File: src/ird_pkg.sv
// Shared types, constants and the ring address helper for the indexed ring deque.
// Used by the controller, the datapath and the top level.
package ird_pkg;

   localparam int DEPTH      = 16;
   localparam int DATA_WIDTH = 32;
   localparam int PTR_W      = $clog2(DEPTH);
   localparam int CNT_W      = $clog2(DEPTH + 1);
   localparam int KIND_W     = 2;
   localparam int POS_W      = 5;
   localparam int STAT_W     = 2;
   localparam int OCC_W      = 5;
   localparam int CAP_W      = 5;
   localparam int CSR_IDX_W  = 2;
   localparam int CSR_DATA_W = 5;
   localparam int IDX_W      = (CNT_W > POS_W) ? CNT_W : POS_W;

   localparam logic [CSR_IDX_W-1:0] CSR_CAPACITY     = CSR_IDX_W'(0);
   localparam logic [CSR_IDX_W-1:0] CSR_ADDED_HOOK   = CSR_IDX_W'(1);
   localparam logic [CSR_IDX_W-1:0] CSR_REMOVED_HOOK = CSR_IDX_W'(2);

   typedef enum logic [KIND_W-1:0] {
      KIND_INSERT = 2'd0,
      KIND_REMOVE = 2'd1,
      KIND_READ   = 2'd2,
      KIND_CLEAR  = 2'd3
   } kind_type;

   typedef enum logic [STAT_W-1:0] {
      ST_OK    = 2'd0,
      ST_FULL  = 2'd1,
      ST_EMPTY = 2'd2,
      ST_RANGE = 2'd3
   } status_type;

   typedef enum logic [1:0] {
      RD_SRC,
      RD_POS,
      RD_LAST
   } rd_sel_type;

   typedef enum logic [2:0] {
      RES_REJECT,
      RES_INSERT,
      RES_REMOVE,
      RES_READ,
      RES_CLR_EACH,
      RES_CLR_NONE
   } res_sel_type;

   typedef struct packed {
      logic        load_item;
      logic        rd_en;
      rd_sel_type  rd_sel;
      logic        wr_shift;
      logic        wr_value;
      logic        save_value;
      logic        shift_setup;
      logic        head_dec;
      logic        head_inc;
      logic        cnt_inc;
      logic        cnt_dec;
      logic        cnt_clear;
      logic        emit;
      res_sel_type res_sel;
   } ird_cmd_type;

   typedef struct packed {
      logic       out_free;
      kind_type   kind;
      status_type status;
      logic       front;
      logic       shift_more;
      logic       hook_clear;
      logic       count_one;
   } ird_stat_type;

   // Physical slot of logical offset off from head, ring of cap slots.
   function automatic logic [PTR_W-1:0] ring_addr(input logic [PTR_W-1:0] head,
                                                  input logic [CNT_W-1:0] off,
                                                  input logic [CNT_W-1:0] cap);
      logic [CNT_W:0] sum;
      sum = (CNT_W+1)'(head) + (CNT_W+1)'(off);
      if (sum >= (CNT_W+1)'(cap)) begin
         sum = sum - (CNT_W+1)'(cap);
      end
      return sum[PTR_W-1:0];
   endfunction

endpackage

File: src/ird_ctrl.sv
// Controller state machine of the indexed ring deque.
// Depends on ird_pkg; drives ird_datapath through command and status structs.
module ird_ctrl import ird_pkg::*; (
   input  logic         clock,
   input  logic         reset,
   input  logic         req_valid,
   output logic         req_ready,
   input  ird_stat_type stat,
   output ird_cmd_type  cmd
);

   typedef enum logic [3:0] {
      S_IDLE,
      S_CHECK,
      S_RM_SAVE,
      S_SH_RD,
      S_SH_WR,
      S_FINISH,
      S_RD_OUT,
      S_CLR_RD,
      S_CLR_OUT
   } state_type;

   state_type state_ff, state_in;

   assign req_ready = (state_ff == S_IDLE);

   always_comb begin
      cmd      = '0;
      state_in = state_ff;
      unique case (state_ff)
         S_IDLE: begin
            if (req_valid) begin
               cmd.load_item = 1'b1;
               state_in      = S_CHECK;
            end
         end
         S_CHECK: begin
            // hold until the output slot is free, then dispatch
            if (stat.out_free) begin
               unique case (stat.kind)
                  KIND_CLEAR: begin
                     if (stat.hook_clear) begin
                        state_in = S_CLR_RD;
                     end else begin
                        cmd.cnt_clear = 1'b1;
                        cmd.emit      = 1'b1;
                        cmd.res_sel   = RES_CLR_NONE;
                        state_in      = S_IDLE;
                     end
                  end
                  KIND_INSERT: begin
                     if (stat.status != ST_OK) begin
                        cmd.emit    = 1'b1;
                        cmd.res_sel = RES_REJECT;
                        state_in    = S_IDLE;
                     end else begin
                        cmd.shift_setup = 1'b1;
                        cmd.head_dec    = stat.front;
                        state_in        = S_SH_RD;
                     end
                  end
                  KIND_REMOVE: begin
                     if (stat.status != ST_OK) begin
                        cmd.emit    = 1'b1;
                        cmd.res_sel = RES_REJECT;
                        state_in    = S_IDLE;
                     end else begin
                        cmd.rd_en  = 1'b1;
                        cmd.rd_sel = RD_POS;
                        state_in   = S_RM_SAVE;
                     end
                  end
                  KIND_READ: begin
                     if (stat.status != ST_OK) begin
                        cmd.emit    = 1'b1;
                        cmd.res_sel = RES_REJECT;
                        state_in    = S_IDLE;
                     end else begin
                        cmd.rd_en  = 1'b1;
                        cmd.rd_sel = RD_POS;
                        state_in   = S_RD_OUT;
                     end
                  end
                  default: state_in = S_IDLE;
               endcase
            end
         end
         S_RM_SAVE: begin
            cmd.save_value  = 1'b1;
            cmd.shift_setup = 1'b1;
            state_in        = S_SH_RD;
         end
         S_SH_RD: begin
            if (stat.shift_more) begin
               cmd.rd_en  = 1'b1;
               cmd.rd_sel = RD_SRC;
               state_in   = S_SH_WR;
            end else begin
               state_in = S_FINISH;
            end
         end
         S_SH_WR: begin
            cmd.wr_shift = 1'b1;
            state_in     = S_SH_RD;
         end
         S_FINISH: begin
            if (stat.out_free) begin
               cmd.emit = 1'b1;
               if (stat.kind == KIND_INSERT) begin
                  cmd.wr_value = 1'b1;
                  cmd.cnt_inc  = 1'b1;
                  cmd.res_sel  = RES_INSERT;
               end else begin
                  cmd.head_inc = stat.front;
                  cmd.cnt_dec  = 1'b1;
                  cmd.res_sel  = RES_REMOVE;
               end
               state_in = S_IDLE;
            end
         end
         S_RD_OUT: begin
            if (stat.out_free) begin
               cmd.emit    = 1'b1;
               cmd.res_sel = RES_READ;
               state_in    = S_IDLE;
            end
         end
         S_CLR_RD: begin
            cmd.rd_en  = 1'b1;
            cmd.rd_sel = RD_LAST;
            state_in   = S_CLR_OUT;
         end
         S_CLR_OUT: begin
            if (stat.out_free) begin
               cmd.emit    = 1'b1;
               cmd.cnt_dec = 1'b1;
               cmd.res_sel = RES_CLR_EACH;
               state_in    = stat.count_one ? S_IDLE : S_CLR_RD;
            end
         end
         default: state_in = S_IDLE;
      endcase
   end

   always_ff @(posedge clock) begin
      if (reset) begin
         state_ff <= S_IDLE;
      end else begin
         state_ff <= state_in;
      end
   end

endmodule

File: src/ird_datapath.sv
// Datapath of the indexed ring deque: slot memory, head, count, registers,
// item latch, shift walker and the output word register. Depends on ird_pkg.
module ird_datapath import ird_pkg::*; (
   input  logic                  clock,
   input  logic                  reset,
   input  ird_cmd_type           cmd,
   output ird_stat_type          stat,
   input  logic [KIND_W-1:0]     req_kind,
   input  logic [POS_W-1:0]      req_position,
   input  logic [DATA_WIDTH-1:0] req_value_in,
   input  logic                  req_quiet,
   input  logic                  csr_wr_en,
   input  logic [CSR_IDX_W-1:0]  csr_index,
   input  logic [CSR_DATA_W-1:0] csr_wdata,
   output logic                  rsp_valid,
   input  logic                  rsp_ready,
   output logic [STAT_W-1:0]     rsp_status,
   output logic [DATA_WIDTH-1:0] rsp_value_out,
   output logic                  rsp_hook_fire,
   output logic [OCC_W-1:0]      rsp_occupancy,
   output logic                  rsp_last
);

   logic [DATA_WIDTH-1:0] mem [DEPTH];

   logic [CNT_W-1:0]      cap_ff, cap_in;
   logic                  added_hook_ff, added_hook_in;
   logic                  removed_hook_ff, removed_hook_in;
   logic [PTR_W-1:0]      head_ff, head_in;
   logic [CNT_W-1:0]      count_ff, count_in;
   kind_type              kind_ff;
   logic [IDX_W-1:0]      pos_ff;
   logic [DATA_WIDTH-1:0] value_ff;
   logic                  quiet_ff;
   logic [DATA_WIDTH-1:0] rd_data_ff;
   logic [DATA_WIDTH-1:0] saved_ff;
   logic [CNT_W-1:0]      j_ff, j_in;
   logic [CNT_W-1:0]      limit_ff, limit_in;
   logic                  dir_up_ff, dir_up_in;
   logic                  rsp_valid_ff, rsp_valid_in;
   status_type            rsp_status_ff, res_status;
   logic [DATA_WIDTH-1:0] rsp_value_ff, res_value;
   logic                  rsp_hook_ff, res_hook;
   logic [OCC_W-1:0]      rsp_occ_ff;
   logic                  rsp_last_ff, res_last;

   logic [IDX_W-1:0]      count_x;
   logic [CNT_W-1:0]      pos_c;
   logic [CNT_W-1:0]      j_src;
   logic [CNT_W-1:0]      rd_off;
   logic [PTR_W-1:0]      rd_addr;
   logic [PTR_W-1:0]      wr_addr;
   status_type            item_status;
   logic                  front;
   logic                  cap_wr;

   assign count_x = IDX_W'(count_ff);
   assign pos_c   = CNT_W'(pos_ff);
   assign front   = pos_ff < IDX_W'(count_ff >> 1);
   assign cap_wr  = csr_wr_en && (csr_index == CSR_CAPACITY);

   always_comb begin
      unique case (kind_ff)
         KIND_INSERT: begin
            if (pos_ff > count_x) begin
               item_status = ST_RANGE;
            end else if (count_ff >= cap_ff) begin
               item_status = ST_FULL;
            end else begin
               item_status = ST_OK;
            end
         end
         KIND_REMOVE, KIND_READ: begin
            if (count_ff == '0) begin
               item_status = ST_EMPTY;
            end else if (pos_ff >= count_x) begin
               item_status = ST_RANGE;
            end else begin
               item_status = ST_OK;
            end
         end
         default: item_status = ST_OK;
      endcase
   end

   assign stat.out_free   = !rsp_valid_ff || rsp_ready;
   assign stat.kind       = kind_ff;
   assign stat.status     = item_status;
   assign stat.front      = front;
   assign stat.shift_more = (j_ff != limit_ff);
   assign stat.hook_clear = removed_hook_ff && (count_ff != '0);
   assign stat.count_one  = (count_ff == CNT_W'(1));

   // memory addressing
   assign j_src = dir_up_ff ? j_ff + CNT_W'(1) : j_ff - CNT_W'(1);

   always_comb begin
      unique case (cmd.rd_sel)
         RD_SRC:  rd_off = j_src;
         RD_POS:  rd_off = pos_c;
         RD_LAST: rd_off = count_ff - CNT_W'(1);
         default: rd_off = j_src;
      endcase
   end

   assign rd_addr = ring_addr(head_ff, rd_off, cap_ff);
   assign wr_addr = ring_addr(head_ff, cmd.wr_value ? pos_c : j_ff, cap_ff);

   always_ff @(posedge clock) begin
      if (cmd.wr_shift) begin
         mem[wr_addr] <= rd_data_ff;
      end else if (cmd.wr_value) begin
         mem[wr_addr] <= value_ff;
      end
      if (cmd.rd_en) begin
         rd_data_ff <= mem[rd_addr];
      end
   end

   // configuration
   always_comb begin
      cap_in          = cap_ff;
      added_hook_in   = added_hook_ff;
      removed_hook_in = removed_hook_ff;
      if (csr_wr_en) begin
         unique case (csr_index)
            CSR_CAPACITY: begin
               if (csr_wdata[CAP_W-1:0] == '0) begin
                  cap_in = CNT_W'(1);
               end else if (int'(csr_wdata[CAP_W-1:0]) > DEPTH) begin
                  cap_in = CNT_W'(DEPTH);
               end else begin
                  cap_in = CNT_W'(csr_wdata[CAP_W-1:0]);
               end
            end
            CSR_ADDED_HOOK:   added_hook_in   = csr_wdata[0];
            CSR_REMOVED_HOOK: removed_hook_in = csr_wdata[0];
            default: ;
         endcase
      end
   end

   // head and count
   always_comb begin
      head_in = head_ff;
      if (cap_wr) begin
         head_in = '0;
      end else if (cmd.head_dec) begin
         head_in = (head_ff == '0) ? PTR_W'(cap_ff - CNT_W'(1)) : head_ff - PTR_W'(1);
      end else if (cmd.head_inc) begin
         head_in = (CNT_W'(head_ff) + CNT_W'(1) == cap_ff) ? '0 : head_ff + PTR_W'(1);
      end
   end

   always_comb begin
      count_in = count_ff;
      if (cap_wr || cmd.cnt_clear) begin
         count_in = '0;
      end else if (cmd.cnt_inc) begin
         count_in = count_ff + CNT_W'(1);
      end else if (cmd.cnt_dec) begin
         count_in = count_ff - CNT_W'(1);
      end
   end

   // shift walker: j moves one slot per step toward limit
   always_comb begin
      j_in      = j_ff;
      limit_in  = limit_ff;
      dir_up_in = dir_up_ff;
      if (cmd.shift_setup) begin
         if (kind_ff == KIND_INSERT) begin
            limit_in  = pos_c;
            dir_up_in = front;
            j_in      = front ? '0 : count_ff;
         end else begin
            j_in      = pos_c;
            dir_up_in = !front;
            limit_in  = front ? '0 : count_ff - CNT_W'(1);
         end
      end else if (cmd.wr_shift) begin
         j_in = j_src;
      end
   end

   // result selection
   always_comb begin
      res_status = ST_OK;
      res_value  = '0;
      res_hook   = 1'b0;
      res_last   = 1'b1;
      unique case (cmd.res_sel)
         RES_REJECT: res_status = item_status;
         RES_INSERT: begin
            res_value = value_ff;
            res_hook  = added_hook_ff;
         end
         RES_REMOVE: begin
            res_value = saved_ff;
            res_hook  = removed_hook_ff && !quiet_ff;
         end
         RES_READ: res_value = rd_data_ff;
         RES_CLR_EACH: begin
            res_value = rd_data_ff;
            res_hook  = 1'b1;
            res_last  = (count_in == '0);
         end
         RES_CLR_NONE: ;
         default: ;
      endcase
   end

   assign rsp_valid_in = cmd.emit ? 1'b1 : (rsp_ready ? 1'b0 : rsp_valid_ff);

   always_ff @(posedge clock) begin
      if (reset) begin
         cap_ff          <= CNT_W'(DEPTH);
         added_hook_ff   <= 1'b0;
         removed_hook_ff <= 1'b0;
         head_ff         <= '0;
         count_ff        <= '0;
         rsp_valid_ff    <= 1'b0;
      end else begin
         cap_ff          <= cap_in;
         added_hook_ff   <= added_hook_in;
         removed_hook_ff <= removed_hook_in;
         head_ff         <= head_in;
         count_ff        <= count_in;
         rsp_valid_ff    <= rsp_valid_in;
      end
   end

   always_ff @(posedge clock) begin
      j_ff      <= j_in;
      limit_ff  <= limit_in;
      dir_up_ff <= dir_up_in;
      if (cmd.load_item) begin
         kind_ff  <= kind_type'(req_kind);
         pos_ff   <= IDX_W'(req_position);
         value_ff <= req_value_in;
         quiet_ff <= req_quiet;
      end
      if (cmd.save_value) begin
         saved_ff <= rd_data_ff;
      end
      if (cmd.emit) begin
         rsp_status_ff <= res_status;
         rsp_value_ff  <= res_value;
         rsp_hook_ff   <= res_hook;
         rsp_occ_ff    <= OCC_W'(count_in);
         rsp_last_ff   <= res_last;
      end
   end

   assign rsp_valid     = rsp_valid_ff;
   assign rsp_status    = rsp_status_ff;
   assign rsp_value_out = rsp_value_ff;
   assign rsp_hook_fire = rsp_hook_ff;
   assign rsp_occupancy = rsp_occ_ff;
   assign rsp_last      = rsp_last_ff;

endmodule

File: src/indexed_ring_deque_core.sv
// Top level of the indexed ring deque: controller plus datapath.
// Depends on ird_pkg, ird_ctrl and ird_datapath.

// Indexed ring deque of 32-bit values in a 16-slot circular store with a head
// pointer and an element count. Each request word inserts at, removes at or
// reads at a logical position counted from the front, or clears the deque;
// inserts and removes move the shorter side (the front side when the position
// is below half the count). Requests are taken one at a time: req_ready is
// high only while the controller is idle. The slot store has one port used
// either for a read or a write in a cycle, and every moved element is read and
// then written back, so the cost of a request is set by that port. An insert
// or remove moves at most about half the count; a clear of a non-empty deque
// with the removed hook enabled emits one response word per element, last
// element first, with rsp_last on the final one. Waiting for rsp_ready to free
// the output register stalls the controller. A finished response word sits in
// an output register, so the next request is accepted while it waits for
// rsp_ready. Registers: index 0 sets the ring size (0 acts as 1, above 16 acts
// as 16) and empties the deque; index 1 enables the added hook; index 2 enables
// the removed hook. Write registers only while idle.
module indexed_ring_deque_core import ird_pkg::*; (
   input  logic                  clock,
   input  logic                  reset,
   input  logic                  req_valid,
   output logic                  req_ready,
   input  logic [KIND_W-1:0]     req_kind,
   input  logic [POS_W-1:0]      req_position,
   input  logic [DATA_WIDTH-1:0] req_value_in,
   input  logic                  req_quiet,
   output logic                  rsp_valid,
   input  logic                  rsp_ready,
   output logic [STAT_W-1:0]     rsp_status,
   output logic [DATA_WIDTH-1:0] rsp_value_out,
   output logic                  rsp_hook_fire,
   output logic [OCC_W-1:0]      rsp_occupancy,
   output logic                  rsp_last,
   input  logic                  csr_wr_en,
   input  logic [CSR_IDX_W-1:0]  csr_index,
   input  logic [CSR_DATA_W-1:0] csr_wdata
);

   ird_cmd_type  cmd;
   ird_stat_type stat;

   // sequencing: accept, check, shift loop, emit
   ird_ctrl u_ctrl (
      .clock     (clock),
      .reset     (reset),
      .req_valid (req_valid),
      .req_ready (req_ready),
      .stat      (stat),
      .cmd       (cmd)
   );

   // storage, pointers, configuration and the response register
   ird_datapath u_datapath (
      .clock         (clock),
      .reset         (reset),
      .cmd           (cmd),
      .stat          (stat),
      .req_kind      (req_kind),
      .req_position  (req_position),
      .req_value_in  (req_value_in),
      .req_quiet     (req_quiet),
      .csr_wr_en     (csr_wr_en),
      .csr_index     (csr_index),
      .csr_wdata     (csr_wdata),
      .rsp_valid     (rsp_valid),
      .rsp_ready     (rsp_ready),
      .rsp_status    (rsp_status),
      .rsp_value_out (rsp_value_out),
      .rsp_hook_fire (rsp_hook_fire),
      .rsp_occupancy (rsp_occupancy),
      .rsp_last      (rsp_last)
   );

`ifndef ASSERT_OFF
   // never overwrite a response word that has not been taken
   a_emit_free: assert property (@(posedge clock) disable iff (reset)
      cmd.emit |-> stat.out_free)
      else $error("response emitted over a pending word");

   // single memory port: one write per cycle, never with a read
   a_one_port: assert property (@(posedge clock) disable iff (reset)
      !(cmd.wr_shift && cmd.wr_value) && !(cmd.rd_en && (cmd.wr_shift || cmd.wr_value)))
      else $error("slot memory port used twice in a cycle");

   // a request is worked on alone: no new accept right after one
   a_one_item: assert property (@(posedge clock) disable iff (reset)
      (req_valid && req_ready) |=> !req_ready)
      else $error("request accepted while previous one in progress");

   // only a hooked clear produces non-final responses
   a_multi_clear: assert property (@(posedge clock) disable iff (reset)
      (rsp_valid && !rsp_last) |-> (rsp_hook_fire && rsp_status == ST_OK))
      else $error("non-final response outside a hooked clear");
`endif

endmodule

File: config.mk
export PLATFORM = sky130hd
export DESIGN_NAME = indexed_ring_deque_core
export DESIGN_NICKNAME = d
export VERILOG_FILES = /design/src/ird_pkg.sv /design/src/ird_ctrl.sv /design/src/ird_datapath.sv /design/src/indexed_ring_deque_core.sv
export SDC_FILE = /design/constraint.sdc
export NUM_CORES = 1
export LEC_CHECK = 0
export BUFFER_PORTS_ARGS = -buffer_cell sky130_fd_sc_hd__buf_4
export CAP_MARGIN = 20
export CORE_MARGIN = 4
export CORE_UTILIZATION = 62
export CTS_BUF_LIST = sky130_fd_sc_hd__clkbuf_16
export DETAILED_ROUTE_END_ITERATION = 7
export PLACE_DENSITY = 0.86
export SLEW_MARGIN = 20
export SYNTH_ARGS = -nofsm -noshare
export SYNTH_HDL_FRONTEND = slang
export SYNTH_SLANG_ARGS = --single-unit
File: constraint.sdc
create_clock -name clock -period 7.3 [get_ports clock]
set_clock_uncertainty 0.05 [all_clocks]
set_input_delay 1.46 -clock clock [delete_from_list [all_inputs] [get_ports clock]]
set_output_delay 1.46 -clock clock [all_outputs]
set_load 0.02 [all_outputs]
==> run metrics <==
run status finished clean; area of the mapped netlist 0.0302 mm²; Clock Power Share 25.0%; synth unique cells 76; MaxCap Viol Count 0; vias in the first global route 19500; hold_ws 426 ps; core box area 0.0479 mm²; clk_lat worst skew 630 ps; CP bufs+invs 5; CTS tree built; cells after synthesis 2077; hold path depth 0; post-route ant nets 0; Num CTS Buffers between 70 and 80; predominant post-synthesis flop cell edfxtp_1; number of buffers inserted by hold repair at cts 0; CP max stage delay 860 ps; Net Sw Power 0.00498 W; Starting Density 63.1%; Critical Path RT about 7700 ps; Area Overhead vs Synth 15.3%; Crit Path Category reg -> reg; crit share post-route ~95%; Final HPWL DP 43100 µm; die area around 0.052 mm²; final core utilization 72.7%; CTS H-Tree Depth 3; Crit path top cell by count ha_1; Die Height ~230 µm; Root Driver clkbuf_16; CP Launch Type register; Least-Margin Pin Slew 1140 ps; Internal Power 0.00901 W; syn avg cell area 14.6 µm²; mux contribution to synthesized area 7.50%; reg2reg path depth 28; Clock transition at path regs roughly 60 ps; Post-Synth XOR/XNOR Area less than 1%; fin. max-slew vios 0; CP Capture Type register; Hold Fails Final Rpt 0; Pwr Total around 0.014 W; first-pass GRT wire length 116000 µm; worst hold path class reg -> reg; ANT cells 0; largest family of logic cells by synthesized area compound AO/OA/AOI/OAI gates; Num Clock Sinks ~690; final setup violation count 0; number of flops mapped to enable cells by yosys 668; Seq pwr share a little over a third; Starting DRT DRC Count approximately 3100; clock tree buffer depth 3; ys async rst share 0%; largest net degree at the start of global routing 95; Seq cells post-synth 689; Comb pwr share approximately 40%; Syn Nets roughly 2200; simple logic cell fraction of the synthesized area roughly 5.3%; final worst-path setup slack 345 ps; Synth Area in Adders 2.36%; Seq/Total Area, Yosys roughly two thirds; Routed WL per cell 26.6 µm; GRT Total Usage between 20% and 30%; Pre-Repair DR Iteration Count 8; gpl congestion roughly 0.9; Sequential Area 0.0205 mm²; power density over the cells 402 mW/mm²; Synth Area in Compound Gates 13.4%; Die X-Extent 229 µm; synth warn 0; Ports 95; Worst Path Max Fanout 75; total gr overflow 0; CP max-delay cell a2111oi_0; final wirelength 76800 µm; via count 20000; PortBufs 94; Nets 2320; FP Rows 80; P_leak ~12 nW; cell family with most CP delay compound AO/OA/AOI/OAI gates; DR vias/cell 6.95; Crit. path cell count 28; drc violations 0; Critical Path AT 7380 ps; fmax 144 MHz; Setup TNS 0 ps; share of cells above drive strength 1 between 20% and 30%; Min Clock Period, post-route between 6000 and 7000 ps; headroom to the max-slew limit approximately a quarter; FILL cells approximately 2800; initial antenna violation count 0; multi-input logic area between 0.009 and 0.01 mm²; Place WS -280 ps; VDD IR max 343 µV; Switching Share 35.6%
[stage by stage]
| stage | instances | instance area (µm²) |
|---|---|---|
| finish | 2885 | 34800 |
| global route | 2885 | 34800 |
| CTS | 2880 | 34700 |
| detailed placement | 2751 | 32400 |
| global placement | 2751 | 32400 |
| floorplan | 2077 | 30200 |
[state kept, by name, summed over array words and instances, names as in the netlist, 5 cells and up]
signal / count
u_datapath.value_ff: 32
u_datapath.count_ff: 5
u_datapath.j_ff: 5
u_datapath.saved_ff: 32
u_datapath.rd_data_ff: 32
u_datapath.limit_ff: 5
u_datapath.pos_c: 5
u_datapath.rsp_value_out: 32
u_datapath.rsp_occupancy: 5
u_datapath.mem: 512
u_datapath.cap_ff: 5
[Yosys cell counts, drive strengths merged (40+ instances only)]
| library cell | count | share of area [%] |
|---|---|---|
| o21ai | 60 | 0.99 |
| nand3 | 40 | 0.66 |
| nand2 | 185 | 2.3 |
| mux2 | 102 | 3.8 |
| buf | 48 | 0.88 |
| clkbuf | 109 | 1.4 |
| a2111oi | 124 | 3.6 |
| nor2 | 43 | 0.53 |
| mux2i | 111 | 3.7 |
| ha | 49 | 2.0 |
| edfxtp | 668 | 66 |
| o211ai | 96 | 2.4 |
| inv | 44 | 0.55 |
| o31ai | 96 | 2.4 |
[cell usage in the layout, fill, tap and decap left out, types with 12 or more instances in the layout]
cell type and instances:
a2111oi_2 15, xnor2_1 20, a22oi_1 35, clkinv_1 19
nand2_1 184, mux2_2 85, nor2_1 25, inv_1 55
a21oi_1 38, dfxtp_1 20, mux2_1 16, o22a_1 31
a2111oi_1 21, o31ai_1 94, buf_4 200, clkbuf_16 75
nor3_1 21, buf_12 17, a211oi_1 12, ha_1 48
o21ai_0 58, o211ai_1 96, a2111oi_0 88, mux2i_1 108
nand3_1 40, nor2_4 18, edfxtp_1 668
[power groups by stage]
| stage | Combinational, W | Sequential, W | Clock [W] |
|---|---|---|---|
| 6_report | 0.00559 | 0.00491 | 0.00350 |
| 5_1_grt | 0.00588 | 0.00492 | 0.00372 |
| 4_1_cts | 0.00523 | 0.00491 | 0.00352 |
| 3_5_place_dp | 0.00508 | 0.00499 | 0 |
| 3_3_place_gp | 0.00489 | 0.00498 | 0 |
| 2_1_floorplan | 0.00328 | 0.00500 | 0 |
[final cells by class]
type	count	area share, %
flip-flops and latches	689	58.8
multi-input cells	1186	26.5
repair buffers	221	5.49
clock buffers	73	5.24
well taps	615	2.21
clock inverters	56	1.25
inverters	45	0.485
[final timing paths]
kind,startpoint,endpoint,slack [ps]
worst min-delay path,u_datapath.rd_data_ff[31]$_DFFE_PP_,u_datapath.saved_ff[31]$_DFFE_PP_,430
worst max register to register,u_datapath.count_ff[3]$_SDFF_PP0_,u_datapath.rd_data_ff[11]$_DFFE_PP_,350
worst min register to register,u_datapath.rd_data_ff[31]$_DFFE_PP_,u_datapath.saved_ff[31]$_DFFE_PP_,430
worst max-delay path,u_datapath.count_ff[3]$_SDFF_PP0_,u_datapath.rd_data_ff[11]$_DFFE_PP_,350
[timing repair]
item,CTS,global route
resized for setup,18,43
buffers inserted,0,3
cloned,0,2
pin swaps,1,4
endpoints found under the setup margin,11,32
[cell families after synthesis]
kind of cell    after synthesis
compound gates              539
fa+ha+maj                    54
xor+xnor                     32
mux                         213
flops                       689
simple gates                348
buf+inv                     202
[routing by layer]
metal | GRT usage [%] | vias to the layer above | part of all wire, %
met5 | 0 | - | 0
met3 | 5.22 | 217 | 10
met4 | 8.96 | 0 | 3.3
met2 | 46.3 | 1376 | 48
met1 | 39.1 | 9841 | 38
li1 | - | 8608 | -
(Power assumes the default switching activity.)
